<file path="src/rtl/core/cfd_pkg.sv">
// Shared constants, codes and item types of the checksummed frame deframer.
package cfd_pkg;

    localparam int FRAME_BYTES   = 44;
    localparam int IDX_W         = 6;
    localparam int PAYLOAD_FIRST = 3;
    localparam int PAYLOAD_COUNT = 40;
    localparam int PAYLOAD_BITS  = PAYLOAD_COUNT * 8;
    localparam int PADDR_W       = 3;

    localparam logic [IDX_W-1:0] LAST_IDX       = IDX_W'(FRAME_BYTES - 1);
    localparam logic [IDX_W-1:0] FIRST_IDX      = IDX_W'(PAYLOAD_FIRST);
    localparam logic [IDX_W-1:0] PAYLOAD_END    = IDX_W'(PAYLOAD_FIRST + PAYLOAD_COUNT);
    localparam logic [8:0]       CHECK_POS_MAX  = 9'(FRAME_BYTES - 1);
    localparam logic [8:0]       CHECK_OFFSET   = 9'(PAYLOAD_FIRST);

    localparam logic signed [31:0] REJECT_CODE = -32'sd1000;
    localparam logic [7:0]         SYNC_RESET  = 8'd7;
    localparam logic [7:0]         MIN_RESET   = 8'd5;

    typedef enum logic [0:0] {
        REG_SYNC_VALUE = 1'b0,
        REG_MIN_LENGTH = 1'b1
    } cfg_reg_t;

    typedef struct packed {
        logic [7:0] sync_value;
        logic [7:0] min_length;
    } cfg_t;

    typedef struct packed {
        logic [7:0] data_byte;
        logic       frame_start;
    } byte_item_t;

    typedef struct packed {
        logic               frame_ok;
        logic signed [31:0] command;
        logic signed [31:0] int_arg;
        logic [63:0]        real_arg0;
        logic [63:0]        real_arg1;
        logic [63:0]        real_arg2;
        logic [63:0]        real_arg3;
    } result_item_t;

endpackage

</file>
<file path="src/rtl/core/checksummed_frame_deframer.sv">
// Top level of the checksummed frame deframer: byte pipeline, checks and result register.
//
// The block receives a fixed receive buffer of 44 bytes, one byte item per
// accepted handshake on the byte channel (byte_valid, byte_stall, byte_item).
// A byte with frame_start set is always taken as byte 0 and abandons any
// partial buffer without a result; after reset and after the last byte of a
// buffer the next byte is byte 0 anyway. Byte 0 must match the sync value,
// byte 1 is a length that must reach the minimum length, and the 8-bit sum
// of that many bytes from offset 3 on must equal the byte right after them.
// After the last byte one result item leaves on the result channel
// (result_valid, result_stall, result_item): a good frame carries the
// command, the integer argument and four raw 64-bit words, all little endian;
// a bad frame carries command -1000 and the last good argument values.
// A byte is accepted every cycle unless byte_stall holds it; it lands in an
// input register, and the next cycle the per-byte compare, 8-bit add and
// payload shift run between that register and the frame state; a result item
// is then offered from the result register. While the result register holds an item that
// the receiver stalls, only a last byte waits in the input register; other
// bytes keep flowing. Reset clears the frame state (not the payload), the held arguments and
// both valid flags, and loads the register defaults (sync 7, minimum 5).
module checksummed_frame_deframer
    import cfd_pkg::*;
(
    input  logic               clk,
    input  logic               rst_n,
    input  logic               byte_valid,
    output logic               byte_stall,
    input  byte_item_t         byte_item,
    output logic               result_valid,
    input  logic               result_stall,
    output result_item_t       result_item,
    input  logic               psel,
    input  logic               penable,
    input  logic               pwrite,
    input  logic [PADDR_W-1:0] paddr,
    input  logic [31:0]        pwdata,
    output logic [31:0]        prdata,
    output logic               pready
);

    cfg_t cfg;

    cfd_apb_regs u_regs (
        .clk     (clk),
        .rst_n   (rst_n),
        .psel    (psel),
        .penable (penable),
        .pwrite  (pwrite),
        .paddr   (paddr),
        .pwdata  (pwdata),
        .prdata  (prdata),
        .pready  (pready),
        .cfg     (cfg)
    );

    // Input register stage.
    logic       s1_valid_reg;
    logic       s1_valid_next;
    byte_item_t s1_item_reg;

    // Frame state.
    logic [IDX_W-1:0]        byte_index_reg;
    logic [IDX_W-1:0]        byte_index_next;
    logic [7:0]              length_reg;
    logic [7:0]              length_next;
    logic                    header_good_reg;
    logic                    header_good_next;
    logic [7:0]              sum_reg;
    logic [7:0]              sum_next;
    logic [7:0]              check_reg;
    logic [7:0]              check_next;
    logic [PAYLOAD_BITS-1:0] payload_reg;
    logic [PAYLOAD_BITS-1:0] payload_next;
    logic signed [31:0]      held_int_reg;
    logic [63:0]             held_real_reg [4];

    // Result register.
    logic         result_valid_reg;
    logic         result_valid_next;
    result_item_t result_reg;
    result_item_t result_next;

    logic             accept;
    logic             s1_last;
    logic             s1_advance;
    logic [IDX_W-1:0] idx;
    logic [7:0]       b;
    logic [8:0]       check_pos;
    logic [8:0]       final_check_pos;
    logic             frame_ok;

    assign b   = s1_item_reg.data_byte;
    assign idx = s1_item_reg.frame_start ? '0 : byte_index_reg;

    assign s1_last    = (idx == LAST_IDX);
    // Only a last byte needs the result register; all others pass freely.
    assign s1_advance = s1_valid_reg && (!s1_last || !result_valid_reg || !result_stall);
    assign byte_stall = s1_valid_reg && !s1_advance;
    assign accept     = byte_valid && !byte_stall;

    always_comb
    begin
        s1_valid_next = s1_valid_reg;
        if (accept)
        begin
            s1_valid_next = 1'b1;
        end
        else if (s1_advance)
        begin
            s1_valid_next = 1'b0;
        end
    end

    // Per-byte header, checksum and payload bookkeeping.
    assign check_pos = {1'b0, length_reg} + CHECK_OFFSET;

    always_comb
    begin
        length_next      = length_reg;
        header_good_next = header_good_reg;
        sum_next         = sum_reg;
        check_next       = check_reg;
        payload_next     = payload_reg;
        if (idx == '0)
        begin
            header_good_next = (b == cfg.sync_value);
            length_next      = 8'd0;
            sum_next         = 8'd0;
            check_next       = 8'd0;
        end
        else if (idx == IDX_W'(1))
        begin
            length_next = b;
            if (b < cfg.min_length)
            begin
                header_good_next = 1'b0;
            end
        end
        else if (idx >= FIRST_IDX)
        begin
            if ({3'd0, idx} < check_pos)
            begin
                sum_next = sum_reg + b;
            end
            else if ({3'd0, idx} == check_pos)
            begin
                check_next = b;
            end
            // Payload bytes enter at the top, so byte 3 ends up in the low byte.
            if (idx < PAYLOAD_END)
            begin
                payload_next = {b, payload_reg[PAYLOAD_BITS-1:8]};
            end
        end
    end

    assign byte_index_next = s1_last ? '0 : idx + IDX_W'(1);

    // The length byte is never the last one, so the stored length is final here.
    assign final_check_pos = {1'b0, length_next} + CHECK_OFFSET;
    assign frame_ok = header_good_next && (final_check_pos <= CHECK_POS_MAX)
                      && (sum_next == check_next);

    always_comb
    begin
        result_next.frame_ok = frame_ok;
        if (frame_ok)
        begin
            result_next.command   = $signed(payload_next[31:0]);
            result_next.int_arg   = $signed(payload_next[63:32]);
            result_next.real_arg0 = payload_next[127:64];
            result_next.real_arg1 = payload_next[191:128];
            result_next.real_arg2 = payload_next[255:192];
            result_next.real_arg3 = payload_next[319:256];
        end
        else
        begin
            result_next.command   = REJECT_CODE;
            result_next.int_arg   = held_int_reg;
            result_next.real_arg0 = held_real_reg[0];
            result_next.real_arg1 = held_real_reg[1];
            result_next.real_arg2 = held_real_reg[2];
            result_next.real_arg3 = held_real_reg[3];
        end
    end

    always_comb
    begin
        result_valid_next = result_valid_reg;
        if (s1_advance && s1_last)
        begin
            result_valid_next = 1'b1;
        end
        else if (result_valid_reg && !result_stall)
        begin
            result_valid_next = 1'b0;
        end
    end

    always_ff @(posedge clk or negedge rst_n)
    begin
        if (!rst_n)
        begin
            s1_valid_reg     <= 1'b0;
            result_valid_reg <= 1'b0;
            byte_index_reg   <= '0;
            length_reg       <= 8'd0;
            header_good_reg  <= 1'b0;
            sum_reg          <= 8'd0;
            check_reg        <= 8'd0;
            held_int_reg     <= '0;
            held_real_reg[0] <= '0;
            held_real_reg[1] <= '0;
            held_real_reg[2] <= '0;
            held_real_reg[3] <= '0;
        end
        else
        begin
            s1_valid_reg     <= s1_valid_next;
            result_valid_reg <= result_valid_next;
            if (s1_advance)
            begin
                byte_index_reg  <= byte_index_next;
                length_reg      <= length_next;
                header_good_reg <= header_good_next;
                sum_reg         <= sum_next;
                check_reg       <= check_next;
                if (s1_last && frame_ok)
                begin
                    held_int_reg     <= result_next.int_arg;
                    held_real_reg[0] <= result_next.real_arg0;
                    held_real_reg[1] <= result_next.real_arg1;
                    held_real_reg[2] <= result_next.real_arg2;
                    held_real_reg[3] <= result_next.real_arg3;
                end
            end
        end
    end

    // Payload registers carry no reset.
    always_ff @(posedge clk)
    begin
        if (accept)
        begin
            s1_item_reg <= byte_item;
        end
        if (s1_advance)
        begin
            payload_reg <= payload_next;
        end
        if (s1_advance && s1_last)
        begin
            result_reg <= result_next;
        end
    end

    assign result_valid = result_valid_reg;
    assign result_item  = result_reg;

endmodule

</file>
<file path="src/rtl/core/cfd_apb_regs.sv">
// APB configuration registers of the deframer: sync value and minimum length.
module cfd_apb_regs
    import cfd_pkg::*;
(
    input  logic               clk,
    input  logic               rst_n,
    input  logic               psel,
    input  logic               penable,
    input  logic               pwrite,
    input  logic [PADDR_W-1:0] paddr,
    input  logic [31:0]        pwdata,
    output logic [31:0]        prdata,
    output logic               pready,
    output cfg_t               cfg
);

    cfg_t     cfg_reg;
    cfg_t     cfg_next;
    cfg_reg_t reg_sel;
    logic     wr_en;

    assign pready  = 1'b1;
    assign reg_sel = cfg_reg_t'(paddr[2]);
    assign wr_en   = psel && penable && pwrite && pready;

    always_comb
    begin
        cfg_next = cfg_reg;
        if (wr_en)
        begin
            unique case (reg_sel)
                REG_SYNC_VALUE: cfg_next.sync_value = pwdata[7:0];
                REG_MIN_LENGTH: cfg_next.min_length = pwdata[7:0];
                default:        cfg_next = cfg_reg;
            endcase
        end
    end

    always_comb
    begin
        unique case (reg_sel)
            REG_SYNC_VALUE: prdata = {24'd0, cfg_reg.sync_value};
            REG_MIN_LENGTH: prdata = {24'd0, cfg_reg.min_length};
            default:        prdata = 32'd0;
        endcase
    end

    always_ff @(posedge clk or negedge rst_n)
    begin
        if (!rst_n)
        begin
            cfg_reg.sync_value <= SYNC_RESET;
            cfg_reg.min_length <= MIN_RESET;
        end
        else
        begin
            cfg_reg <= cfg_next;
        end
    end

    assign cfg = cfg_reg;

endmodule

</file>
<file path="config.mk">
export PLATFORM = sky130hd
export DESIGN_NAME = checksummed_frame_deframer
export DESIGN_NICKNAME = d
export VERILOG_FILES = /design/src/rtl/core/cfd_pkg.sv /design/src/rtl/core/checksummed_frame_deframer.sv /design/src/rtl/core/cfd_apb_regs.sv
export SDC_FILE = /design/constraint.sdc
export NUM_CORES = 1
export LEC_CHECK = 0
export CAP_MARGIN = 20
export CORE_MARGIN = 2
export CORE_UTILIZATION = 48
export DETAILED_ROUTE_END_ITERATION = 10
export DONT_BUFFER_PORTS = 1
export GPL_TIMING_DRIVEN = 0
export PLACE_DENSITY_LB_ADDON = 0.3
export SLEW_MARGIN = 20
export SYNTH_ARGS = -nofsm -noshare
export SYNTH_HDL_FRONTEND = slang
export SYNTH_SLANG_ARGS = --single-unit
export TNS_END_PERCENT = 30
</file>
<file path="constraint.sdc">
create_clock -name clk -period 20.3 [get_ports clk]
set_input_delay 3.045 -clock clk [delete_from_list [all_inputs] [get_ports clk]]
set_output_delay 3.045 -clock clk [all_outputs]
set_load 0.02 [all_outputs]
</file>
**Word-level counts from Yosys, hierarchy flattened**

Index checks and enable logic that the tools add are counted.

- Add/sub/neg operators: 4
- Order comparisons: 5
- Equal/unequal tests: 5
- Mux-type cells: 26
- Bitwise operators: 1
- Reduce and logical (&&, ||, !) cells: 23

Operator list:

| operator | number |
|---|---|
| $mux W320 | 4 |
| $mux W288 | 1 |
| $mux W8 | 11 |
| $pmux W32 S2 | 1 |
| $add A8 B2 Y9 const B | 2 |
| $eq A8 B8 Y1 | 2 |
| $mux W6 | 2 |
| $logic_and A1 B1 Y1 | 10 |
| $eq A6 B9 Y1 | 1 |
| $le A9 B6 Y1 const B | 1 |
| $lt A6 B9 Y1 | 1 |
| $add A8 B8 Y8 | 1 |
| $lt A8 B8 Y1 | 1 |
| $mux W1 | 7 |
| $add A6 B1 Y6 const B | 1 |
| $eq A6 B1 Y1 const B | 1 |
| $eq A6 B6 Y1 const B | 1 |
| $ge A6 B2 Y1 const B | 1 |
| $logic_not A6 Y1 | 1 |
| $lt A6 B6 Y1 const B | 1 |
| $reduce_and A2 Y1 | 3 |
| $logic_not A1 Y1 | 5 |
| $reduce_bool A2 Y1 | 2 |
| $logic_or A1 B1 Y1 | 2 |
| $not A1 Y1 | 1 |

- Register bits after elaboration: 987
- Input bits: 51
- Output and inout port bits: 356
- Logic and storage cells: 88

**Depth between registers and ports, before layout**

Gate-level depths: netlist of run 1.

- Depth after elaboration: 11
- Gate-level depth with buffers: 21
- Depth with buffers taken out: 17

**Cells and area by module**

From an unflattened synthesis of run 1, not the netlist that was laid out.

- Cells, all modules: 2386
- Area, all modules: 41397.2 µm²

Modules (own cells, without submodules):

| module | instances | cells each | area an instance (µm²) | seq. area each (µm²) |
|---|---|---|---|---|
| checksummed_frame_deframer | 1 | 2316 | 40468.8 | 27551.4 |
| cfd_apb_regs | 1 | 70 | 928.4 | 406.6 |

**Least setup slack after synthesis of run 1**

Ideal clock, no wire load.

- Path type: input to register
- Start: in result_stall
- End: reg held_real_reg[147] (netlist bit)
- Setup time: 127 ps
- Arrival time: 19769 ps
- Required time: 20173 ps
- Slack: 403 ps
- Stages on the path: 8
- Path buffers: 2
- Path through: nand2_1 > o21ai_0 > nor2_1 > nand3_1 > a2111oi_4 > buf_2 > buf_6 > mux2_1

- Cells in the longest elaborated chain, start to end: 4

RTL lines:

| element | RTL line | source |
|---|---|---|
| start, declared | checksummed_frame_deframer.sv:30 | `input logic result_stall,` |
| $logic_not A1 Y1 | checksummed_frame_deframer.sv:97 | `assign s1_advance = s1_valid_reg && (!s1_last \|\| !result_valid_reg \|\| !result_stall);` |
| $logic_or A1 B1 Y1 | checksummed_frame_deframer.sv:97 |  |
| $logic_and A1 B1 Y1 | checksummed_frame_deframer.sv:97 |  |
| $reduce_and A2 Y1 (no line) | - |  |
| end, declared | checksummed_frame_deframer.sv:75 | `logic [63:0] held_real_reg [4];` |

No other way between the ends.
A chain may end at the register's enable or synchronous reset.

**Worst setup path in the final report of run 1**

- Start: in paddr[2]
- End: out prdata[2]

- Cells in the longest elaborated chain, start to end: 2

RTL lines:

| element | RTL line | source |
|---|---|---|
| start, declared | checksummed_frame_deframer.sv:35 | `input logic [PADDR_W-1:0] paddr,` |
| $not A1 Y1 | cfd_apb_regs.sv:41 | `unique case (reg_sel)` |
| $pmux W32 S2 (*) | cfd_apb_regs.sv:41 |  |
| end, declared | checksummed_frame_deframer.sv:37 | `output logic [31:0] prdata,` |

Mark *: on every way between the ends. The rest lies on a longest branch, timed or not. The select of a mux whose other input is x is not followed.

==> qor.txt, run 1 <==
Critical Path Source: paddr[2]
CTS resizes: 0
Worst hold path class: reg -> reg
DRC viols: 0
Post-synth EDFFs: 650
Vias per cell: 5.519
CTS Buffer Depth: 3
# diodes: 0
Switching power: 961.4 uW
Multiplexer share of the synthesized area: 25.07%
Largest net degree at the start of global routing: 338
Dpl hpwl: 62330 um
Critical path class: in -> out
Ys flop type: edfxtp_1
Tightest Pin Transition: 1.069 ns
Post-synthesis xor/xnor area fraction: 0.4639%
Register area share after synthesis: 67.32%
Max_cap viols: 0
Clock sinks: 987
Crit-path slowest cell: mux2_2
Max-slew headroom: 28.72%
Switching portion of total power: 22.70%
Unique masters post-synth: 72
Layout cells sized above 1: 29.21%
Final setup fails: 0
Pint: 3275 uW
Critical-path cell list: clkbuf_1 -> mux2_2
Final slew viol count: 0
Delay-heaviest family, CP: multiplexers
I/O pin cnt: 407
Crit path max fanout: 10
Global-route wire length before repair: 140000 um
Die width: 298.2 um
Max FFs per register: 321
Port bufs: 0
Worst path bufs/invs: 1
Antenna-violating nets left: 0
Status: finished clean
Fin crit period: 6.983 ns
Vias: 20.82k
RSZ-0062 raised after global routing: false
DR WL/cell: 24.35 um
Syn Area/Cell: 17.30 um2
Chip height: 298.2 um
Core area: 0.08541 mm2
Die area: 0.08889 mm2
Maximum achievable frequency: 143.2 MHz
Critical hold path startpoint: held_real_reg[78]
CP endpoint kind: primary output
Nets@finish: 2619
Finished Core Util: 54.73%
Final period util: 34.40%
Synth Area in Simple Gates: 1.991%
Critical R2R Launch: s1_item_reg[0]
Comb power frac: 5.0%
Initial antenna violation count: 1
Synth Warn #: 0
Clock buffer count from CTS: 99
Area growth syn-to-layout: 12.56%
Synth Cell Area: 0.04153 mm2
Total grt overflow: 0
Main combinational cell family by area after synthesis: multiplexers
Compound-Gate Fraction of Synth Area: 2.106%
Rows: 107
Clk pin slew, worst setup/hold paths: 0.06 ns
Mapped Cells: 2401
Placed inst area: 0.04345 mm2
Register bit total from synthesis: 987
Post-Synth Adder-Cell Area: 0.8013%
Final Hold Fails: 0
DRT iter0 DRCs: 1483
P_leak: 0.01873 uW
Gpl congestion: 0.8380
Ys async rst share: 34.14%
Setup Skew: 0.03148 ns
CTS Hold Bufs: 0
Initial core utilization: 48.62%
Total number of H-tree levels: 3
Post-CTS Setup Repair Bufs: 0
Critical Path AT: 3.94 ns
Seq pwr share: 52.0%
Clk pwr share: 43.0%
TritonCTS clock tree: built
Design Area, Final: 0.04675 mm2
Power Density: 90.62 mW/mm2
1st-pass router iterations: 5
Slowest stage delay, CP: 0.47 ns
Post-Route WL: 91870 um
Startpoint Class: input pin
Setup_tns: 0 ns
CP Data Required Time: 17.26 ns
Total track usage: 20.56%
Peak VDD IR: 0.06462 mV
Vias in the first global route: 22.01k
Clock root cell: clkbuf_16
Clk_lat worst skew: 0.67 ns
## layer usage
metal  vias to the layer above  GRT usage [%]  part of all wire (%)
li1                       9381              -                     -
met1                     10831          27.66                    44
met2                       498          34.19                    49
met3                       114          4.171                   4.8
met4                         0          5.300                   1.9
met5                         -              0                     0
## power groups by stage
stage	registers, uW	clock network [uW]	logic, uW
2_1_floorplan	2240	0	159
5_1_grt	2200	1950	231
3_5_place_dp	2240	0	210
6_report	2200	1820	212
3_3_place_gp	2250	0	201
4_1_cts	2200	1870	212
## layout make-up
class	instances	area [um2]
buffer	144	843.3
clock buffer	119	2655
clock inverter	69	644.4
fill	6665	38670
inverter	22	87.58
multi-input combinational	1271	12750
sequential	987	27960
tap	1144	1431
timing repair buffer	17	380.4
## cells in the final DEF (no fill, tap or decap), types with 31 or more instances in the layout
master / instances
o21ai_0: 31
dfrtp_1: 332
mux2_1: 440
mux2_2: 483
nand2_1: 39
clkbuf_1: 65
edfxtp_1: 650
clkbuf_16: 101
buf_4: 72
## Yosys cell counts (4+ instances only)
cell type  instances  area share [%]
nand2b_1          25            0.38
a22o_1            17            0.36
buf_2             17            0.20
and3_1             8            0.12
nor4_1             6           0.090
dfrtp_1          332              20
nor2b_1            5           0.075
inv_1             21            0.19
a21o_1             4           0.072
a21boi_0           7            0.13
o21ai_0           31            0.37
clkbuf_1          53            0.48
buf_4             71             1.3
edfxtp_1         650              47
xnor2_1           10            0.21
dfstp_2            5            0.32
mux2_1           440              12
nor2_1            20            0.18
nor3_1             8           0.096
nand2_1           39            0.35
a21oi_1           14            0.17
or3_1              4           0.060
xor2_1            12            0.25
and2_1             9            0.14
mux2_2           483              13
ha_1              25            0.75
nand4_1            5           0.075
nand3_1           14            0.17
## through the flow
stage / setup slack, ns / total power, uW / hold slack, ns / std cells
6_report: 13.32 / 4236 / 0.4768 / 3773
5_1_grt: 13.28 / 4384 / 0.4879 / 3773
4_1_cts: 13.32 / 4284 / 0.4803 / 3773
3_5_place_dp: 13.32 / 2452 / 0.4667 / 3585
3_3_place_gp: -6.924 / 2456 / 0.4600 / 3568
2_1_floorplan: 0.4031 / 2398 / 0.4496 / 2424
## path summary, 6_finish.rpt
| path | end | slack, ns | cells after the start |
|---|---|---|---|
| worst max register to register | result_item[276] | 14.26 | 17 |
| worst max-delay path | prdata[2] | 13.32 | 2 |
| max in group asynchronous | held_real_reg[226] | 17.60 | 0 |
| min in group asynchronous | held_real_reg[43] | 2.09 | 0 |
| worst min register to register | held_real_reg[78] | 0.48 | 1 |
| worst min-delay path | held_real_reg[78] | 0.48 | 1 |
## cells by family after synthesis
kind of cell,Yosys count
flops,987
mux,925
buf+inv,166
simple gates,156
compound gates,117
fa+ha+maj,26
xor+xnor,22
other cells,2
Power figures use the tool's default switching activity.
==> inputs of run 2 (changes only) <==
--- a/config.mk
+++ b/config.mk
@@ -5,6 +5,7 @@
 export SDC_FILE = /design/constraint.sdc
 export NUM_CORES = 1
 export LEC_CHECK = 0
+export ABC_AREA = 1
 export CAP_MARGIN = 20
 export CORE_MARGIN = 2
 export CORE_UTILIZATION = 48
==> constraint.sdc (replaced) <==
create_clock -name clk -period 7.3 [get_ports clk]
set_input_delay 1.095 -clock clk [delete_from_list [all_inputs] [get_ports clk]]
set_output_delay 1.095 -clock clk [all_outputs]
set_load 0.02 [all_outputs]
==> qor.txt, run 2 <==
Startpoint Class: flop
Register area share after synthesis: 58.47% (-8.8 points)
Layout fillers: 8847 (+33%)
Worst Setup EP: result_item[63]
Clock root cell: clkbuf_16
Final setup fails: 0 (unchanged)
Critical Path Source: s1_item_reg[0]
Crit path max fanout: 10 (unchanged)
Clock sinks: 987 (unchanged)
1st-pass router iterations: 6 (+1)
Synth Warn #: 0 (unchanged)
Nets@finish: 5714 (+120%)
Worst path bufs/invs: 5 (+4)
CTS resizes: 0 (unchanged)
Chip height: 319.6 um (+7.2%)
Gpl congestion: 0.9166 (+9.4%)
Main combinational cell family by area after synthesis: simple AND/OR/NAND/NOR gates
CP Data Required Time: 7.67 ns (-9.59 ns)
Setup Skew: 0.03150 ns (+0.00001900 ns)
Vias: 36.98k (+78%)
Total grt overflow: 0 (unchanged)
Final period util: 70.36%
P_leak: 0.02441 uW (+30%)
Clk_lat worst skew: 0.69 ns (+0.02 ns)
Global-route wire length before repair: 208900 um (+49%)
Total number of H-tree levels: 3 (unchanged)
Leading area contributor after synthesis: edfxtp_1
Seq pwr share: 46.1% (-5.9 points)
Maximum achievable frequency: 194.7 MHz
Die width: 319.6 um (+7.2%)
RR Endpoint: result_item[63]
Reg2reg path depth: 12 (-5)
Crit-path slowest cell: nand4_1
CTS Hold Bufs: 0 (unchanged)
CTS Buffer Depth: 3 (unchanged)
GR Layer Usage met1: 36.53% (+8.9 points)
Critical R2R Launch: s1_item_reg[0]
Tot Pwr: 13370 uW (+220%)
Switching portion of total power: 26.95% (+4.3 points)
Layout cells sized above 1: 6.565% (-23 points)
Rows: 115 (+7.5%)
Worst hold path class: in -> async
Hold WS: 0.1474 ns (-0.3294 ns)
Post-synthesis xor/xnor area fraction: 0.2564% (-0.21 points)
Unique masters post-synth: 46 (-36%)
Register bit total from synthesis: 987 (unchanged)
Slowest stage delay, CP: 0.93 ns (+0.46 ns)
Final slew viol count: 0 (unchanged)
Critical path class: reg -> reg
Peak VDD IR: 0.1647 mV (+150%)
Most frequent cell after synthesis: nand2_1
Max_cap viols: 0 (unchanged)
Max-slew headroom: 19.84% (-8.9 points)
Area growth syn-to-layout: 11.72%
Port bufs: 0 (unchanged)
Largest net degree at the start of global routing: 338 (unchanged)
Post-Route WL: 137600 um (+50%)
DR WL/cell: 19.61 um (-19%)
Pint: 9769 uW (+200%)
TritonCTS clock tree: built
Die area: 0.1022 mm2 (+15%)
Clk pin slew, worst setup/hold paths: 0.07 ns (about the same)
Met2 usage: 42.34% (+8.1 points)
Clk pwr share: 42.1% (-0.9 points)
Ys async rst share: 34.14% (unchanged)
I/O pin cnt: 407 (unchanged)
Critical-path cell list: nor2_1 -> inv_1 -> ha_1 -> nand2_1 -> clkbuf_1 -> nand4_1 -> clkbuf_1 -> buf_1 -> o21ai_0 -> inv_1 -> nand4_1 -> nand2_1
Ys flop type: edfxtp_1
Busiest layer in global routing: met2
Power Density: 250.3 mW/mm2 (+180%)
Syn Area/Cell: 8.697 um2 (-50%)
Clock buffer count from CTS: 103 (+4.0%)
# diodes: 0 (unchanged)
Vias per cell: 5.272 (-4.5%)
GR Util met3: 4.433% (+0.26 points)
Dpl hpwl: 95000 um (+52%)
R2r setup slk: 2.16 ns (-12.10 ns)
Final Hold Fails: 0 (unchanged)
DRT iter0 DRCs: 3771 (+150%)
Status: finished clean
Main area contributors after synthesis: edfxtp_1, dfrtp_1, nand2_1
Core area: 0.09856 mm2 (+15%)
Placed cell count: 6819 (+90%)
Antenna-violating nets left: 0 (unchanged)
Switching power: 3604 uW (+270%)
RSZ-0062 raised after global routing: false
Multiplexer share of the synthesized area: 0% (-25 points)
Commonest cells post-synth: nand2_1, inv_1, edfxtp_1
Synth Area in Simple Gates: 22.29% (+20 points)
Compound-Gate Fraction of Synth Area: 4.453% (+2.3 points)
Mapped Cells: 5498 (+130%)
Commonest non-fill, non-tap cell in the layout: nand2_1
Post-Synth Adder-Cell Area: 0.6960% (-0.11 points)
Initial antenna violation count: 11 (+10)
Crit path depth: 12 (+10)
Post-CTS Setup Repair Bufs: 0 (unchanged)
Comb power frac: 11.8% (+6.8 points)
DRC viols: 0 (unchanged)
Vias in the first global route: 35.06k (+59%)
Total track usage: 26.61% (+6.0 points)
Commonest cells after routing, fill and taps aside: nand2_1, inv_1, edfxtp_1
Share of the synthesized area in the top cell type: 40.82% (-6.2 points)
Delay-heaviest family, CP: buffers and inverters
Post-synth EDFFs: 650 (unchanged)
Fin crit period: 5.136 ns
Max FFs per register: 321 (unchanged)
Tightest Pin Transition: 1.202 ns (+0.1331 ns)
Critical Path AT: 5.51 ns (+1.57 ns)
Synth Cell Area: 0.04782 mm2 (+15%)
Fin cells: 7014 (+86%)
Initial core utilization: 48.52% (-0.11 points)
CP endpoint kind: flop
run 2: worst min path at each step:
stage	cells past startpoint	endpoint	slack, ns	start
floorplan	2	check_reg[0]	0.45	check_reg[0]
global placement	2	u_regs.cfg[5]	0.47	u_regs.cfg[5]
detailed placement	2	u_regs.cfg[3]	0.47	u_regs.cfg[3]
CTS	0	held_real_reg[78]	0.1	rst_n
global route	0	held_real_reg[54]	0.12	rst_n
finish	0	held_real_reg[48]	0.15	rst_n
run 2: area by class of cell:
cell class	count	area [um2]	share of cell area [%]
buffer	362	1673	3.131
clock buffer	135	2820	5.279
clock inverter	60	783.3	1.466
inverter	1319	4951	9.268
multi-input combinational	2853	13340	24.97
sequential	987	27960	52.34
tap	1287	1610	3.014
timing repair buffer	11	287.8	0.5387
run 2: cells by family (layout without fill, tap and decap cells):
logic type               after synthesis  in the layout
XOR/XNOR                              14             14
adder cells (fa/ha/maj)               26             26
AND/OR/NAND/NOR                     2374           2374
buffers and inverters               1681           1887
other                                  2             25
AO/OA/AOI/OAI                        414            414
flip-flops                           987            987
run 2: through the flow:
| step | setup TNS, ns | setup WS, ns | utilization, % | cell area (um2) |
|---|---|---|---|---|
| 4_1_cts | 0 | 2.182 | 54.20 | 53420 |
| 3_5_place_dp | 0 | 2.182 | 50.54 | 49820 |
| 2_1_floorplan | -1239.04 | -3.769 | - | 47910 |
| 5_1_grt | 0 | 1.890 | 54.20 | 53420 |
| 6_report | 0 | 2.164 | 54.20 | 53420 |
| 3_3_place_gp | -3641.18 | -8.987 | 50.24 | 49520 |
run 2: power groups by stage:
stage	sequential (uW)	combinational [uW]	clock, uW
2_1_floorplan	6260	1040	0
3_3_place_gp	6320	1510	0
3_5_place_dp	6270	1540	0
4_1_cts	6160	1550	5720
5_1_grt	6170	1730	5930
6_report	6160	1580	5630
run 2: worst reg2reg max path: stages, from the launching register on:
cell and delay [ns]:
edfxtp_1 0.44, nor2_1 0.26, inv_1 0.13, ha_1 0.20, nand2_1 0.27, clkbuf_1 0.52, nand4_1 0.93, clkbuf_1 0.68
buf_1 0.42, o21ai_0 0.52, inv_1 0.16, nand4_1 0.12, nand2_1 0.18
run 2: metal layers:
| layer | up-vias | part of all wire (%) |
|---|---|---|
| met5 | - | 0.0095 |
| met4 | 2 | 3.8 |
| met3 | 262 | 7.5 |
| met2 | 1459 | 46 |
| met1 | 17540 | 42 |
| li1 | 17718 | - |
